`config.mk`:
```
export PLATFORM = sky130hd
export DESIGN_NAME = threshold_dwell_decider_core
export DESIGN_NICKNAME = d
export VERILOG_FILES = /design/src/sv/tdd_pkg.sv /design/src/sv/threshold_dwell_decider_core.sv /design/src/sv/tdd_avg.sv /design/src/sv/tdd_vote.sv
export SDC_FILE = /design/constraint.sdc
export NUM_CORES = 2
export LEC_CHECK = 0
export BUFFER_PORTS_ARGS = -buffer_cell sky130_fd_sc_hd__clkbuf_2
export CAP_MARGIN = 20
export CORE_MARGIN = 3
export CORE_UTILIZATION = 29
export CTS_CLUSTER_DIAMETER = 120
export DETAILED_ROUTE_END_ITERATION = 8
export MAX_ROUTING_LAYER = met4
export SLEW_MARGIN = 20
export SYNTH_ARGS = -nofsm -noshare
export SYNTH_HDL_FRONTEND = slang
export SYNTH_SLANG_ARGS = --single-unit
```
`constraint.sdc`:
```
create_clock -name clk_i -period 7.01 [get_ports clk_i]
set_input_delay 0.3505 -clock clk_i [delete_from_list [all_inputs] [get_ports clk_i]]
set_output_delay 0.3505 -clock clk_i [all_outputs]
set_load 0.1 [all_outputs]
```
`src/sv/tdd_pkg.sv`:
```
// ----------------------------------------------------------------------------
// tdd_pkg: shared types, constants and helpers of the threshold dwell decider
// Field widths, result codes, mode and register codes, the vote counter
// layout and the state encodings of the core and the serial average unit.
// ----------------------------------------------------------------------------
package tdd_pkg;

  // field widths
  localparam int ChanW    = 10;
  localparam int SampleW  = 16;
  localparam int TgtW     = 4;
  localparam int FracW    = 8;
  localparam int ValueW   = SampleW + FracW;
  localparam int CodeW    = 3;
  localparam int CntW     = 16;
  localparam int ModeW    = 3;
  localparam int ZbW      = 18;
  localparam int NumVotes = 9;

  // configuration port
  localparam int CfgIdxW  = 3;
  localparam int CfgDataW = 18;

  // stream packing
  localparam int InDataW  = 24;
  localparam int InUserW  = ChanW + 3;
  localparam int OutBitsW = ValueW + CodeW + NumVotes * CntW;
  localparam int OutDataW = ((OutBitsW + 7) / 8) * 8;
  localparam int OutPadW  = OutDataW - OutBitsW;

  // serial multiply / divide of the running average
  localparam int DenW     = CntW + 1;
  localparam int ProdW    = ValueW + CntW;
  localparam int NumW     = ProdW + 1;
  localparam int MulSteps = CntW;
  localparam int DivSteps = ProdW;
  localparam int StepW    = $clog2(DivSteps);

  // result codes
  localparam logic [CodeW-1:0] CodeNone = 3'd0;
  localparam logic [CodeW-1:0] CodeNeg  = 3'd1;
  localparam logic [CodeW-1:0] CodeNeu  = 3'd2;
  localparam logic [CodeW-1:0] CodePos  = 3'd4;

  // code bit positions in target and code
  localparam int BitNeg = 0;
  localparam int BitNeu = 1;
  localparam int BitPos = 2;

  // decision modes
  localparam logic [ModeW-1:0] ModePass  = 3'd0;
  localparam logic [ModeW-1:0] ModeLast  = 3'd1;
  localparam logic [ModeW-1:0] ModeAvg   = 3'd2;
  localparam logic [ModeW-1:0] ModeThr   = 3'd3;
  localparam logic [ModeW-1:0] ModeDwell = 3'd4;

  // register indexes
  localparam logic [CfgIdxW-1:0] RegMode     = 3'd0;
  localparam logic [CfgIdxW-1:0] RegDwell    = 3'd1;
  localparam logic [CfgIdxW-1:0] RegChannel  = 3'd2;
  localparam logic [CfgIdxW-1:0] RegNegThr   = 3'd3;
  localparam logic [CfgIdxW-1:0] RegPosThr   = 3'd4;
  localparam logic [CfgIdxW-1:0] RegZeroBand = 3'd5;

  // register reset values
  localparam logic [ModeW-1:0]   RstMode     = ModeAvg;
  localparam logic [CntW-1:0]    RstDwell    = 16'd8;
  localparam logic [ChanW-1:0]   RstChannel  = 10'd0;
  localparam logic [SampleW-1:0] RstNegThr   = 16'hFFB0;
  localparam logic [SampleW-1:0] RstPosThr   = 16'h0050;
  localparam logic [ZbW-1:0]     RstZeroBand = 18'd128;

  // vote counter slots
  localparam int VotePosRight = 0;
  localparam int VotePosWrong = 1;
  localparam int VoteNegRight = 2;
  localparam int VoteNegWrong = 3;
  localparam int VoteNeuRight = 4;
  localparam int VoteNeuWrong = 5;
  localparam int VoteTotRight = 6;
  localparam int VoteTotWrong = 7;
  localparam int VoteInvalid  = 8;

  typedef logic [NumVotes-1:0][CntW-1:0] vote_cnt_t;

  typedef struct packed {
    logic              fire;
    logic              artifact;
    logic [TgtW-1:0]   target;
    logic [CodeW-1:0]  code;
  } vote_req_t;

  typedef struct packed {
    logic                     start;
    logic signed [ValueW-1:0] value;
    logic [CntW-1:0]          count;
    logic signed [ValueW-1:0] sample;
  } avg_req_t;

  typedef struct packed {
    logic                     done;
    logic signed [ValueW-1:0] quot;
  } avg_rsp_t;

  typedef enum logic [2:0] {
    ST_IDLE,
    ST_EXEC,
    ST_AVG,
    ST_VOTE,
    ST_PUSH
  } core_state_e;

  typedef enum logic [2:0] {
    AV_IDLE,
    AV_MUL,
    AV_SUM,
    AV_ABS,
    AV_DIV,
    AV_FIX
  } avg_state_e;

  // saturating increment of a block or vote count
  function automatic logic [CntW-1:0] sat_inc(input logic [CntW-1:0] c);
    sat_inc = (c == {CntW{1'b1}}) ? c : CntW'(c + 1'b1);
  endfunction

  // classify a Q16.8 value against the neutral band
  function automatic logic [CodeW-1:0] code_from_value(input logic [ValueW-1:0] v,
                                                       input logic [ZbW-1:0]    zb);
    logic signed [ValueW:0] vx;
    logic signed [ValueW:0] zp;
    logic signed [ValueW:0] zn;
    vx = {v[ValueW-1], v};
    zp = {{(ValueW + 1 - ZbW){1'b0}}, zb};
    zn = -zp;
    if (vx > zp) begin
      code_from_value = CodePos;
    end else if (vx < zn) begin
      code_from_value = CodeNeg;
    end else begin
      code_from_value = CodeNeu;
    end
  endfunction

endpackage

```
`src/sv/threshold_dwell_decider_core.sv`:
```
// ----------------------------------------------------------------------------
// threshold_dwell_decider_core: decision block for tagged channel samples
// Applies the configured decision mode to samples of one channel, keeps the
// Q16.8 decision value and code, and scores votes at the end of a class.
// ----------------------------------------------------------------------------
// Samples arrive as stream transfers tagged with a channel; a transfer on any
// other channel than decision_channel is taken and dropped without a result.
// A decision channel transfer gives one result transfer and occupies the block
// from acceptance until it is ready again, through EXEC, VOTE and PUSH, with
// AVG before VOTE in average mode, where the bit-serial multiplier (16 steps)
// and restoring divider (40 steps) of the average unit run. One item is worked
// on at a time; the output register holds a finished result while the next
// item is taken. Configuration is written through the plain write port while
// the block is idle: a rule for the user, not enforced by the block itself.
module threshold_dwell_decider_core
  import tdd_pkg::*;
(
  input  logic                clk_i,
  input  logic                rst_ni,
  // configuration write port
  input  logic                cfg_we_i,
  input  logic [CfgIdxW-1:0]  cfg_idx_i,
  input  logic [CfgDataW-1:0] cfg_wdata_i,
  // sample stream in
  input  logic                s_axis_tvalid,
  output logic                s_axis_tready,
  input  logic [InDataW-1:0]  s_axis_tdata,  // sample[15:0], target_code[19:16], zero pad
  input  logic [InUserW-1:0]  s_axis_tuser,  // channel[9:0], begin_of_trial, classification,
                                             // artifact
  input  logic                s_axis_tlast,  // end_of_class_in
  // decision stream out
  output logic                m_axis_tvalid,
  input  logic                m_axis_tready,
  output logic [OutDataW-1:0] m_axis_tdata,  // result_value[23:0], result_code[26:24],
                                             // pos_right, pos_wrong, neg_right, neg_wrong,
                                             // neutral_right, neutral_wrong, total_right,
                                             // total_wrong, total_invalid (16 bits each),
                                             // zero pad
  output logic                m_axis_tlast   // end_of_class_out
);

  // configuration registers
  logic [ModeW-1:0]   mode_q;
  logic [CntW-1:0]    dwell_q;
  logic [ChanW-1:0]   chan_q;
  logic [SampleW-1:0] neg_thr_q;
  logic [SampleW-1:0] pos_thr_q;
  logic [ZbW-1:0]     zb_q;

  // held item
  logic [SampleW-1:0] sample_q;
  logic [TgtW-1:0]    tgt_q;
  logic               bot_q;
  logic               cls_q;
  logic               art_q;
  logic               eoc_in_q;

  // decision state
  core_state_e              state_q, state_d;
  logic signed [ValueW-1:0] dv_q, dv_d;
  logic [CntW-1:0]          cnt_q, cnt_d;
  logic [CodeW-1:0]         code_q, code_d;
  logic                     eoc_q, eoc_d;

  // output register
  logic              out_valid_q, out_valid_d;
  logic [ValueW-1:0] out_value_q;
  logic [CodeW-1:0]  out_code_q;
  logic              out_eoc_q;
  vote_cnt_t         out_cnt_q;
  logic              load_out;

  // submodule links
  avg_req_t  avg_req;
  avg_rsp_t  avg_rsp;
  vote_req_t vote_req;
  vote_cnt_t vote_cnt;

  // item working values
  logic                     take_item;
  logic signed [ValueW-1:0] sv;
  logic signed [ValueW-1:0] base_dv;
  logic [CntW-1:0]          base_cnt;
  logic [CodeW-1:0]         base_code;
  logic                     neg_hit;
  logic                     pos_hit;
  logic                     mid;
  logic [CntW-1:0]          dw_cnt1;
  logic [CntW-1:0]          dw_cnt2;
  logic                     dw_fire_neg;
  logic                     dw_fire_pos;
  logic [CntW-1:0]          dw_cnt;
  logic [CodeW-1:0]         dw_code;
  logic                     dw_eoc;
  logic [CodeW-1:0]         th_code;
  logic                     th_eoc;
  logic                     avg_start;
  logic                     vote_fire;

  assign s_axis_tready = (state_q == ST_IDLE);
  assign take_item     = s_axis_tvalid && s_axis_tready &&
                         (s_axis_tuser[ChanW-1:0] == chan_q);

  // configuration writes
  always_ff @(posedge clk_i or negedge rst_ni) begin
    if (!rst_ni) begin
      mode_q    <= RstMode;
      dwell_q   <= RstDwell;
      chan_q    <= RstChannel;
      neg_thr_q <= RstNegThr;
      pos_thr_q <= RstPosThr;
      zb_q      <= RstZeroBand;
    end else if (cfg_we_i) begin
      case (cfg_idx_i)
        RegMode:     mode_q    <= cfg_wdata_i[ModeW-1:0];
        RegDwell:    dwell_q   <= cfg_wdata_i[CntW-1:0];
        RegChannel:  chan_q    <= cfg_wdata_i[ChanW-1:0];
        RegNegThr:   neg_thr_q <= cfg_wdata_i[SampleW-1:0];
        RegPosThr:   pos_thr_q <= cfg_wdata_i[SampleW-1:0];
        RegZeroBand: zb_q      <= cfg_wdata_i[ZbW-1:0];
        default: begin
        end
      endcase
    end
  end

  // hold the accepted item
  always_ff @(posedge clk_i) begin
    if (take_item) begin
      sample_q <= s_axis_tdata[SampleW-1:0];
      tgt_q    <= s_axis_tdata[SampleW+TgtW-1:SampleW];
      bot_q    <= s_axis_tuser[ChanW];
      cls_q    <= s_axis_tuser[ChanW+1];
      art_q    <= s_axis_tuser[ChanW+2];
      eoc_in_q <= s_axis_tlast;
    end
  end

  // trial start clears the state seen by this item
  assign sv        = {sample_q, {FracW{1'b0}}};
  assign base_dv   = bot_q ? '0 : dv_q;
  assign base_cnt  = bot_q ? '0 : cnt_q;
  assign base_code = bot_q ? CodeNone : code_q;

  // threshold hits
  assign neg_hit = ($signed(sample_q) <= $signed(neg_thr_q));
  assign pos_hit = ($signed(sample_q) >= $signed(pos_thr_q));
  assign mid     = !neg_hit && !pos_hit;

  // threshold mode
  always_comb begin
    th_code = base_code;
    th_eoc  = eoc_in_q;
    if (neg_hit) begin
      th_code = CodeNeg;
      th_eoc  = 1'b1;
    end
    if (pos_hit) begin
      th_code = CodePos;
      th_eoc  = 1'b1;
    end
    if (th_eoc && mid) begin
      th_code = CodeNeu;
    end
  end

  // dwell mode: count blocks beyond a threshold, fire on reaching the dwell
  assign dw_cnt1     = neg_hit ? sat_inc(base_cnt) : base_cnt;
  assign dw_fire_neg = neg_hit && (dw_cnt1 == dwell_q);
  assign dw_cnt2     = pos_hit ? sat_inc(dw_cnt1) : dw_cnt1;
  assign dw_fire_pos = pos_hit && (dw_cnt2 == dwell_q);
  assign dw_cnt      = mid ? '0 : dw_cnt2;

  always_comb begin
    dw_code = base_code;
    dw_eoc  = eoc_in_q;
    if (dw_fire_neg) begin
      dw_code = CodeNeg;
      dw_eoc  = 1'b1;
    end
    if (dw_fire_pos) begin
      dw_code = CodePos;
      dw_eoc  = 1'b1;
    end
    if (mid && dw_eoc) begin
      dw_code = CodeNeu;
    end
  end

  // state register
  always_ff @(posedge clk_i or negedge rst_ni) begin
    if (!rst_ni) begin
      state_q     <= ST_IDLE;
      dv_q        <= '0;
      cnt_q       <= '0;
      code_q      <= CodeNone;
      eoc_q       <= 1'b0;
      out_valid_q <= 1'b0;
    end else begin
      state_q     <= state_d;
      dv_q        <= dv_d;
      cnt_q       <= cnt_d;
      code_q      <= code_d;
      eoc_q       <= eoc_d;
      out_valid_q <= out_valid_d;
    end
  end

  // next state and decision update
  always_comb begin
    state_d   = state_q;
    dv_d      = dv_q;
    cnt_d     = cnt_q;
    code_d    = code_q;
    eoc_d     = eoc_q;
    avg_start = 1'b0;
    vote_fire = 1'b0;
    load_out  = 1'b0;
    case (state_q)
      ST_IDLE: begin
        if (take_item) begin
          state_d = ST_EXEC;
        end
      end
      ST_EXEC: begin
        dv_d    = base_dv;
        cnt_d   = base_cnt;
        code_d  = base_code;
        eoc_d   = eoc_in_q;
        state_d = ST_VOTE;
        if (cls_q) begin
          case (mode_q)
            ModePass: begin
              dv_d   = sv;
              code_d = CodeNone;
            end
            ModeLast: begin
              if (eoc_in_q) begin
                dv_d   = sv;
                code_d = code_from_value(sv, zb_q);
              end
            end
            ModeAvg: begin
              cnt_d     = sat_inc(base_cnt);
              avg_start = 1'b1;
              state_d   = ST_AVG;
            end
            ModeThr: begin
              dv_d   = sv;
              code_d = th_code;
              eoc_d  = th_eoc;
            end
            ModeDwell: begin
              dv_d   = sv;
              cnt_d  = dw_cnt;
              code_d = dw_code;
              eoc_d  = dw_eoc;
            end
            default: begin
            end
          endcase
        end
      end
      ST_AVG: begin
        if (avg_rsp.done) begin
          dv_d    = avg_rsp.quot;
          code_d  = code_from_value(avg_rsp.quot, zb_q);
          state_d = ST_VOTE;
        end
      end
      ST_VOTE: begin
        vote_fire = cls_q && eoc_q;
        state_d   = ST_PUSH;
      end
      ST_PUSH: begin
        if (!out_valid_q || m_axis_tready) begin
          load_out = 1'b1;
          state_d  = ST_IDLE;
        end
      end
      default: begin
        state_d = ST_IDLE;
      end
    endcase
  end

  // average unit
  assign avg_req.start  = avg_start;
  assign avg_req.value  = base_dv;
  assign avg_req.count  = base_cnt;
  assign avg_req.sample = sv;

  tdd_avg u_avg (
    .clk_i  (clk_i),
    .rst_ni (rst_ni),
    .req_i  (avg_req),
    .rsp_o  (avg_rsp)
  );

  // vote counters
  assign vote_req.fire     = vote_fire;
  assign vote_req.artifact = art_q;
  assign vote_req.target   = tgt_q;
  assign vote_req.code     = code_q;

  tdd_vote u_vote (
    .clk_i  (clk_i),
    .rst_ni (rst_ni),
    .req_i  (vote_req),
    .cnt_o  (vote_cnt)
  );

  // output register: load a result, drop it once transferred
  always_comb begin
    out_valid_d = out_valid_q;
    if (load_out) begin
      out_valid_d = 1'b1;
    end else if (m_axis_tready) begin
      out_valid_d = 1'b0;
    end
  end

  always_ff @(posedge clk_i) begin
    if (load_out) begin
      out_value_q <= dv_q;
      out_code_q  <= code_q;
      out_eoc_q   <= eoc_q;
      out_cnt_q   <= vote_cnt;
    end
  end

  assign m_axis_tvalid = out_valid_q;
  assign m_axis_tdata  = {{OutPadW{1'b0}}, out_cnt_q, out_code_q, out_value_q};
  assign m_axis_tlast  = out_eoc_q;

endmodule

```
`src/sv/tdd_avg.sv`:
```
// ----------------------------------------------------------------------------
// tdd_avg: bit-serial running average unit
// Computes (value * count + sample) / (count + 1), truncated toward zero,
// with a shift-add multiplier and a restoring divider, one bit per cycle.
// ----------------------------------------------------------------------------
module tdd_avg
  import tdd_pkg::*;
(
  input  logic     clk_i,
  input  logic     rst_ni,
  input  avg_req_t req_i,
  output avg_rsp_t rsp_o
);

  avg_state_e state_q, state_d;
  logic [StepW-1:0]         step_q, step_d;
  logic [ValueW-1:0]        mcand_q, mcand_d;
  logic [CntW-1:0]          mult_q, mult_d;
  logic [ProdW-1:0]         acc_q, acc_d;
  logic                     sgn_q, sgn_d;
  logic signed [ValueW-1:0] sv_q, sv_d;
  logic [DenW-1:0]          den_q, den_d;
  logic [NumW-1:0]          num_q, num_d;
  logic                     neg_q, neg_d;
  logic [ProdW-1:0]         dvd_q, dvd_d;
  logic [CntW-1:0]          rem_q, rem_d;

  logic [NumW-1:0]   sv_ext;
  logic [NumW-1:0]   acc_ext;
  logic [NumW-1:0]   num_mag;
  logic [DenW-1:0]   rem_shift;
  logic [DenW-1:0]   rem_sub;
  logic              q_bit;
  logic [ValueW-1:0] quot_mag;

  // operand views
  assign sv_ext    = {{(NumW - ValueW){sv_q[ValueW-1]}}, sv_q};
  assign acc_ext   = {1'b0, acc_q};
  assign num_mag   = num_q[NumW-1] ? -num_q : num_q;
  assign rem_shift = {rem_q, dvd_q[ProdW-1]};
  assign q_bit     = (rem_shift >= den_q);
  assign rem_sub   = rem_shift - den_q;
  assign quot_mag  = dvd_q[ValueW-1:0];

  // status to the core
  assign rsp_o.done = (state_q == AV_FIX);
  assign rsp_o.quot = neg_q ? -quot_mag : quot_mag;

  // state register
  always_ff @(posedge clk_i or negedge rst_ni) begin
    if (!rst_ni) begin
      state_q <= AV_IDLE;
    end else begin
      state_q <= state_d;
    end
  end

  // datapath registers
  always_ff @(posedge clk_i) begin
    step_q  <= step_d;
    mcand_q <= mcand_d;
    mult_q  <= mult_d;
    acc_q   <= acc_d;
    sgn_q   <= sgn_d;
    sv_q    <= sv_d;
    den_q   <= den_d;
    num_q   <= num_d;
    neg_q   <= neg_d;
    dvd_q   <= dvd_d;
    rem_q   <= rem_d;
  end

  // sequence multiply, sum, magnitude, divide and sign fix
  always_comb begin
    state_d = state_q;
    step_d  = step_q;
    mcand_d = mcand_q;
    mult_d  = mult_q;
    acc_d   = acc_q;
    sgn_d   = sgn_q;
    sv_d    = sv_q;
    den_d   = den_q;
    num_d   = num_q;
    neg_d   = neg_q;
    dvd_d   = dvd_q;
    rem_d   = rem_q;
    case (state_q)
      AV_IDLE: begin
        if (req_i.start) begin
          mcand_d = req_i.value[ValueW-1] ? -req_i.value : req_i.value;
          sgn_d   = req_i.value[ValueW-1];
          mult_d  = req_i.count;
          den_d   = {1'b0, req_i.count} + 1'b1;
          sv_d    = req_i.sample;
          acc_d   = '0;
          step_d  = '0;
          state_d = AV_MUL;
        end
      end
      AV_MUL: begin
        // shift-add, count MSB first
        acc_d  = {acc_q[ProdW-2:0], 1'b0} +
                 (mult_q[CntW-1] ? {{CntW{1'b0}}, mcand_q} : {ProdW{1'b0}});
        mult_d = {mult_q[CntW-2:0], 1'b0};
        if (step_q == StepW'(MulSteps - 1)) begin
          step_d  = '0;
          state_d = AV_SUM;
        end else begin
          step_d = step_q + 1'b1;
        end
      end
      AV_SUM: begin
        num_d   = sgn_q ? (sv_ext - acc_ext) : (sv_ext + acc_ext);
        state_d = AV_ABS;
      end
      AV_ABS: begin
        neg_d   = num_q[NumW-1];
        dvd_d   = num_mag[ProdW-1:0];
        rem_d   = '0;
        step_d  = '0;
        state_d = AV_DIV;
      end
      AV_DIV: begin
        // restoring step, quotient shifts in behind the dividend
        rem_d = q_bit ? rem_sub[CntW-1:0] : rem_shift[CntW-1:0];
        dvd_d = {dvd_q[ProdW-2:0], q_bit};
        if (step_q == StepW'(DivSteps - 1)) begin
          step_d  = '0;
          state_d = AV_FIX;
        end else begin
          step_d = step_q + 1'b1;
        end
      end
      AV_FIX: begin
        state_d = AV_IDLE;
      end
      default: begin
        state_d = AV_IDLE;
      end
    endcase
  end

endmodule

```
`src/sv/tdd_vote.sv`:
```
// ----------------------------------------------------------------------------
// tdd_vote: saturating vote counters
// Nine 16-bit counters that score the decided code against the target bits
// at the end of a class, or count the vote as invalid on an artefact.
// ----------------------------------------------------------------------------
module tdd_vote
  import tdd_pkg::*;
(
  input  logic      clk_i,
  input  logic      rst_ni,
  input  vote_req_t req_i,
  output vote_cnt_t cnt_o
);

  vote_cnt_t           cnt_q, cnt_d;
  logic [NumVotes-1:0] inc;
  logic                has_verdict;
  logic                verdict_right;

  // the first category present in the target, neutral, negative, then positive, decides the total
  always_comb begin
    has_verdict   = 1'b1;
    verdict_right = 1'b0;
    if (req_i.target[BitNeu]) begin
      verdict_right = req_i.code[BitNeu];
    end else if (req_i.target[BitNeg]) begin
      verdict_right = req_i.code[BitNeg];
    end else if (req_i.target[BitPos]) begin
      verdict_right = req_i.code[BitPos];
    end else begin
      has_verdict = 1'b0;
    end
  end

  // select the counters to bump
  always_comb begin
    inc = '0;
    if (req_i.fire) begin
      if (req_i.artifact) begin
        inc[VoteInvalid] = 1'b1;
      end else begin
        inc[VotePosRight] = req_i.target[BitPos] &  req_i.code[BitPos];
        inc[VotePosWrong] = req_i.target[BitPos] & ~req_i.code[BitPos];
        inc[VoteNegRight] = req_i.target[BitNeg] &  req_i.code[BitNeg];
        inc[VoteNegWrong] = req_i.target[BitNeg] & ~req_i.code[BitNeg];
        inc[VoteNeuRight] = req_i.target[BitNeu] &  req_i.code[BitNeu];
        inc[VoteNeuWrong] = req_i.target[BitNeu] & ~req_i.code[BitNeu];
        inc[VoteTotRight] = has_verdict &  verdict_right;
        inc[VoteTotWrong] = has_verdict & ~verdict_right;
      end
    end
  end

  // saturating increment
  always_comb begin
    for (int i = 0; i < NumVotes; i++) begin
      cnt_d[i] = inc[i] ? sat_inc(cnt_q[i]) : cnt_q[i];
    end
  end

  always_ff @(posedge clk_i or negedge rst_ni) begin
    if (!rst_ni) begin
      cnt_q <= '0;
    end else begin
      cnt_q <= cnt_d;
    end
  end

  assign cnt_o = cnt_q;

endmodule

```
# Word-level counts from Yosys, hierarchy flattened
# Cells that the tools add are included.
# word_totals
register_bits	687
latchBits	0
ramBits	0
romBits	0
in_bits	64
out_inout_bits	179
n_memories	0
# classes
add_sub_neg	21
multipliers	0
n_div	0
n_lt_le_gt_ge	7
n_eq_ne	40
shift	0
mux	79
bitwise	21
n_reduce_logical	43
# op_table
op	count
16-bit by 1-bit adder with 16-bit output (second input constant)	11
16-bit equality test (second input constant)	11
40-bit one-hot mux with 2 select lines	2
16-bit two-way mux	9
24-bit two-way mux	6
16-bit one-hot mux with 2 select lines	3
24-bit one-hot mux with 2 select lines	2
40-bit two-way mux	2
3-bit two-way mux	18
24-bit by 25-bit < comparator with 1-bit output	2
24-bit by 19-bit greater-than comparator with 1-bit output	2
24-bit negation	2
41-bit by 40-bit adder with 41-bit output	1
41-bit two-way mux	1
41-bit by 40-bit subtractor with 41-bit output	1
40-bit adder	1
40-bit negation	1
2-bit AND reduction	19
16-bit equality test	2
3-bit one-hot mux with 5 select lines	2
18-bit negation with 25-bit output	1
3-bit by 2-bit equality test with 1-bit output (second input constant)	8
6-bit one-hot mux with 4 select lines	1
23-bit two-way mux	1
other kinds (31)	102

# Logic depth before layout (Yosys ltp)
# logic_depth
depth_word	15
depth_mapped	26
mapped_depth_nobuf	22

# Modules after synthesis
# Synthesis repeated with hierarchy kept, for this count alone.
# hier_totals
cells_unflattened	3703
hier_area_um2	39422.8
# modules_own_cells
mod	instances	cells_each	area_per_inst_um2	seq_area_each_um2
threshold_dwell_decider_core	1	1478	16961.3	9083.7
tdd_avg	1	1596	15631.2	6861.6
tdd_vote	1	629	6830.3	3603.5

# Worst setup path after synthesis
# No wires, ideal clock.
# synth_path
path_type	register to register
startpoint	reg bot_q
endpoint	reg code_q[2]
setup_ns	0.124
arrival_time_ns	5.926
required_ns	6.886
slack_ns	0.960
stages_incl_launch_ff	27
path_buffers	4
cell_sequence	edfxtp_1 -> buf_2 -> buf_6 -> inv_2 -> clkbuf_1 -> nand2_1 -> inv_1 -> ha_1 -> buf_2 -> nand2_2 -> nor4_4 -> nand2_2 -> inv_1 -> nor3_2 -> xnor2_1 -> ha_1 -> o211ai_1 -> o41a_1 -> or3_1 -> a221oi_1 -> mux2i_1 -> xor2_1 -> o21ai_0 -> or4_1 -> or4_4 -> and4_1 -> a211o_1
# synth_via
elab_chain_cells	15
elab_cells_between_ends	27
# synth_lines
item	line_no	text
from (decl)	threshold_dwell_decider_core.sv:53	logic bot_q;
from (signal assigned)	threshold_dwell_decider_core.sv:132	bot_q <= s_axis_tuser[ChanW];
16-bit two-way mux (*)	threshold_dwell_decider_core.sv:142	assign base_cnt = bot_q ? '0 : cnt_q;
named net base_cnt[0]	threshold_dwell_decider_core.sv:83	logic [CntW-1:0] base_cnt;
16-bit by 1-bit adder with 16-bit output / 16-bit equality test (equally long branches)	tdd_pkg.sv:124	sat_inc = (c == {CntW{1'b1}}) ? c : CntW'(c + 1'b1);
16-bit two-way mux	tdd_pkg.sv:124	
16-bit two-way mux (*)	threshold_dwell_decider_core.sv:168	assign dw_cnt1 = neg_hit ? sat_inc(base_cnt) : base_cnt;
16-bit by 1-bit adder with 16-bit output / 16-bit equality test (equally long branches)	tdd_pkg.sv:124	
16-bit two-way mux	tdd_pkg.sv:124	
16-bit two-way mux	threshold_dwell_decider_core.sv:170	assign dw_cnt2 = pos_hit ? sat_inc(dw_cnt1) : dw_cnt1;
16-bit equality test	threshold_dwell_decider_core.sv:171	assign dw_fire_pos = pos_hit && (dw_cnt2 == dwell_q);
1-bit logical AND	threshold_dwell_decider_core.sv:171	
1-bit two-way mux	threshold_dwell_decider_core.sv:181	if (dw_fire_pos) begin
1-bit logical AND	threshold_dwell_decider_core.sv:185	if (mid && dw_eoc) begin
3-bit two-way mux (*)	threshold_dwell_decider_core.sv:185	
3-bit one-hot mux with 4 select lines (*)	threshold_dwell_decider_core.sv:232	case (mode_q)
3-bit two-way mux (*)	threshold_dwell_decider_core.sv:231	if (cls_q) begin
3-bit one-hot mux with 2 select lines (*)	threshold_dwell_decider_core.sv:219	case (state_q)
to (signal assigned)	threshold_dwell_decider_core.sv:196	code_q <= CodeNone;
to (signal assigned)	threshold_dwell_decider_core.sv:203	code_q <= code_d;
to (decl)	threshold_dwell_decider_core.sv:62	logic [CodeW-1:0] code_q, code_d;
# Mark *: on every way through the listed nets, which the timed path passes. The rest lies on a longest branch.
# A chain may end at the register's enable or synchronous reset.

# Final worst setup path
# layout_path
startpoint	reg bot_q
endpoint	reg code_q[2]
# layout_via
elab_chain_cells	15
elab_cells_between_ends	27
# layout_lines
item	line_no
16-bit two-way mux	threshold_dwell_decider_core.sv:142
16-bit by 1-bit adder with 16-bit output / 16-bit equality test (equally long branches)	tdd_pkg.sv:124
16-bit two-way mux	tdd_pkg.sv:124
16-bit two-way mux	threshold_dwell_decider_core.sv:168
16-bit by 1-bit adder with 16-bit output / 16-bit equality test (equally long branches)	tdd_pkg.sv:124
16-bit two-way mux	tdd_pkg.sv:124
16-bit two-way mux	threshold_dwell_decider_core.sv:170
16-bit equality test	threshold_dwell_decider_core.sv:171
1-bit logical AND	threshold_dwell_decider_core.sv:171
1-bit two-way mux	threshold_dwell_decider_core.sv:181
1-bit logical AND	threshold_dwell_decider_core.sv:185
3-bit two-way mux	threshold_dwell_decider_core.sv:185
3-bit one-hot mux with 4 select lines	threshold_dwell_decider_core.sv:232
3-bit two-way mux (*)	threshold_dwell_decider_core.sv:231
3-bit one-hot mux with 2 select lines (*)	threshold_dwell_decider_core.sv:219
# Mark *: on every way between the ends. The rest lies on a longest branch, timed or not.

==> run_results.csv <==
group,metric,value,unit
run_status,status,"complete, no violations",
routing,wirelength,109,mm
logic_synthesis,yosysTopAreaCell,"edfxtp_1",
logic_synthesis,synth_seq_area_share,50.2,%
floorplan,initial_core_util,29.4,%
place,dp_hpwl,81.1,mm
cells_and_area,nNetsFinal,4130,
sta,rsz0062_at_grt,"no",
sta,finClkSkew,0.0315,ns
logic_synthesis,synth_top_area_share,32.3,%
cells_and_area,syn_to_final_growth,16.2,%
worst_setup_path,crit_path_end_kind,"register",
clocking,holdBufCountCts,29,
worst_setup_path,cp_slowest_cell,"or4_4",
floorplan,io_pins,243,
place,globalplace.congestion,0.902,
clocking,clk_latency,0.67,ns
logic_synthesis,yosys_warnings,0,
logic_synthesis,synth_edf_count,413,
worst_setup_path,critPathBufInv,2,
flow_run,maxCapViolCount,0,
cells_and_area,final_cell_count_no_fill,5650,
sta,maxSlewViolCount,0,
cells_and_area,utilization,34.2,%
worst_setup_path,cp_top_family,"simple AND/OR/NAND/NOR gates",
logic_synthesis,async_reset_ff_share,39.9,%
sta,slew_headroom,36.4,%
global_route,grt_pass1_wl,168,mm
routing,vias,28400,
clocking,cts.repair.resized,0,
floorplan,core,130000,µm²
global_route,grt.total_usage,16.1,%
sta,worst_hold_slack,0.0501,ns
sta,worst_pin_slew,0.942,ns
clocking,cts.path.max_buffers,3,
cells_and_area,nFillCells,13200,
place,io_buffers,232,
clocking,cts_buffers,79,
sta,fmax,157,MHz
sta,hold_viol,0,
place,place_inst,5473,
logic_synthesis,synthTopCellsByCount,"edfxtp_1 (413), nand2_1 (313), dfrtp_1 (258)",
logic_synthesis,synth_ff_type,"edfxtp_1",
clocking,post_cts_buffers,0,
worst_setup_path,criticalPathCategory,"register to register",
logic_synthesis,yosysMostFrequentCell,"edfxtp_1",
global_route,antenna_found_initial,0,
floorplan,die_h,370,µm
worst_setup_path,cp_slowest_stage_delay,0.60,ns
routing,drtIter0Drc,1991,
floorplan,rows,132,
logic_synthesis,synth_area_leaders,"edfxtp_1 (32%), dfrtp_1 (17%), ha_1 (7.2%)",
routing,avgRoutedWirePerCell,19.2,µm
global_route,grt_start_max_net_pins,149,
logic_synthesis,synthCells,3581,
power,vdd_drop_max,168,µV
global_route,grt_pass1_vias,27800,
cells_and_area,n_antenna_cell,0,
worst_setup_path,worstPathCellList,"buf_4 > nor2b_1 > ha_1 > nand2_2 > nor4_4 > nand2_2 > inv_1 > nor3_2 > mux2_2 > ha_1 > o211ai_1 > o41a_1 > or3_1 > a221oi_1 > mux2i_1 > xor2_1 > o21ai_0 > or4_1 > or4_4 > and4_1 > a211o_1",
routing,viasPerCell,5.03,
power,leakage,0.0181,µW
clocking,htree_levels,3,
clocking,cts-root-buf,"clkbuf_16",
worst_setup_path,crit_fanout,12,
cells_and_area,drive_gt1_share,14.4,%
routing,antenna_left,0,
logic_synthesis,synth_area_per_cell,10.7,µm²
logic_synthesis,synth.distinct_cells,100,
worst_setup_path,required,7.57,ns
sta,finalCriticalPeriod,6.39,ns
clocking,cts_tree,"yes",
power,power.density,251,nW/µm²
floorplan,die_w,370,µm
worst_setup_path,crit_path_start_kind,"register",
routing,firstDrtPassIters,6,
floorplan,die_area,137000,µm²
worst_hold_path,hp-class,"primary input to register",
logic_synthesis,ys_ff_latch,687,
sta,setup_violations,0,
clocking,clk_pin_slew,0.06,ns
sta,tns,0,ns
routing,drc,0,
logic_synthesis,synth_area,38400,µm²
sta,finalCritPeriodShare,91.1,%
clocking,clkSinkCount,687,
global_route,grt_overflow,0,
worst_setup_path,cp_data_arrival_time,6.95,ns
-- kinds of logic after synthesis --
family,share of synthesized area (%)
and+or+nand+nor,15.3
adders and majority gates,7.39
AOI/OAI and AO/OA,12.3
muxes,3.23
buffers and inverters,3.22
xor gates and xnor gates,8.31
DFF,50.2
other,0.00977
-- per-stage QoR --
| step | instance area, µm² | total power, µW | setup slack, ns |
|---|---|---|---|
| 5_1_grt | 44600 | 11700 | 0.278 |
| 2_1_floorplan | 38400 | 6320 | 0.960 |
| 3_3_place_gp | 41600 | 6990 | 0.685 |
| 3_5_place_dp | 41600 | 7020 | 0.644 |
| 6_report | 44600 | 11200 | 0.625 |
| 4_1_cts | 44600 | 11300 | 0.627 |
-- cell usage in the layout (no fill, tap or decap), types with 70 or more instances in the layout --
cell type    n
clkbuf_2   231
ha_1       222
nand2_1    313
xor2_1     141
nor3_1      73
nand4_1     70
inv_1      183
clkbuf_16   79
nand3_1     90
xnor2_1    218
o21ai_0    213
dfrtp_1    258
edfxtp_1   413
nor2_1     236
mux2_2      78
a21oi_1    156
-- registers in the layout, summed over array words and instances (netlist names), 6 cells and up --
signal	flops
m_axis_tdata	144
u_vote.cnt_o	144
u_avg.num_q	41
u_avg.acc_q	40
u_avg.dvd_q	40
dv_q	24
out_value_q	24
u_avg.mcand_q	24
zb_q	18
u_avg.den_q	17
cnt_q	16
dwell_q	16
neg_thr_q	16
pos_thr_q	16
sample_q	16
u_avg.mult_q	16
u_avg.rem_q	16
u_avg.sv_q	16
chan_q	10
u_avg.step_q	6
-- routing by layer --
layer | vias up | GRT usage, % | share of wire (%)
li1 | 13500 | - | -
met1 | 13900 | 21.5 | 46
met2 | 785 | 25.0 | 46
met3 | 166 | 2.39 | 5.4
met4 | 0 | 5.54 | 3.1
met5 | - | - | 0
-- cell type report --
type / instances / area [µm²] / area share, %
Clock buffer: 96 / 2100 / 4.71
Clock inverter: 52 / 583 / 1.31
Inverter: 184 / 691 / 1.55
Multi-Input combinational cell: 2584 / 17900 / 40.2
Sequential cell: 687 / 19300 / 43.2
Tap cell: 1742 / 2180 / 4.89
Timing Repair Buffer: 305 / 1830 / 4.10
-- power breakdown --
group	internal [µW]	switching [µW]	total, µW
logic	747	1270	2020
clock network	2470	1790	4260
registers	4590	348	4940
-- worst min-delay path, delay by kind of cell --
| family | cells | cell delay [ns] |
|---|---|---|
| buffers and inverters | 1 | 0.20 |
| and+or+nand+nor | 1 | 0.06 |
| AOI/OAI and AO/OA | 1 | 0.07 |
-- worst paths after layout --
| path | cells past startpoint | slack (ns) | from | end |
|---|---|---|---|---|
| max in group asynchronous | 3 | 5.38 | rst_ni | chan_q[2] |
| hold / removal | 3 | 0.05 | cfg_wdata_i[13] | dwell_q[13] |
| setup / recovery | 21 | 0.62 | bot_q | code_q[2] |
| setup reg to reg | 21 | 0.62 | bot_q | code_q[2] |
| hold reg to reg | 1 | 0.48 | u_vote.cnt_o[22] | u_vote.cnt_o[22] |
| min in group asynchronous | 2 | 0.26 | rst_ni | u_vote.cnt_o[46] |
Note: power is estimated with default switching activity, not from simulation.
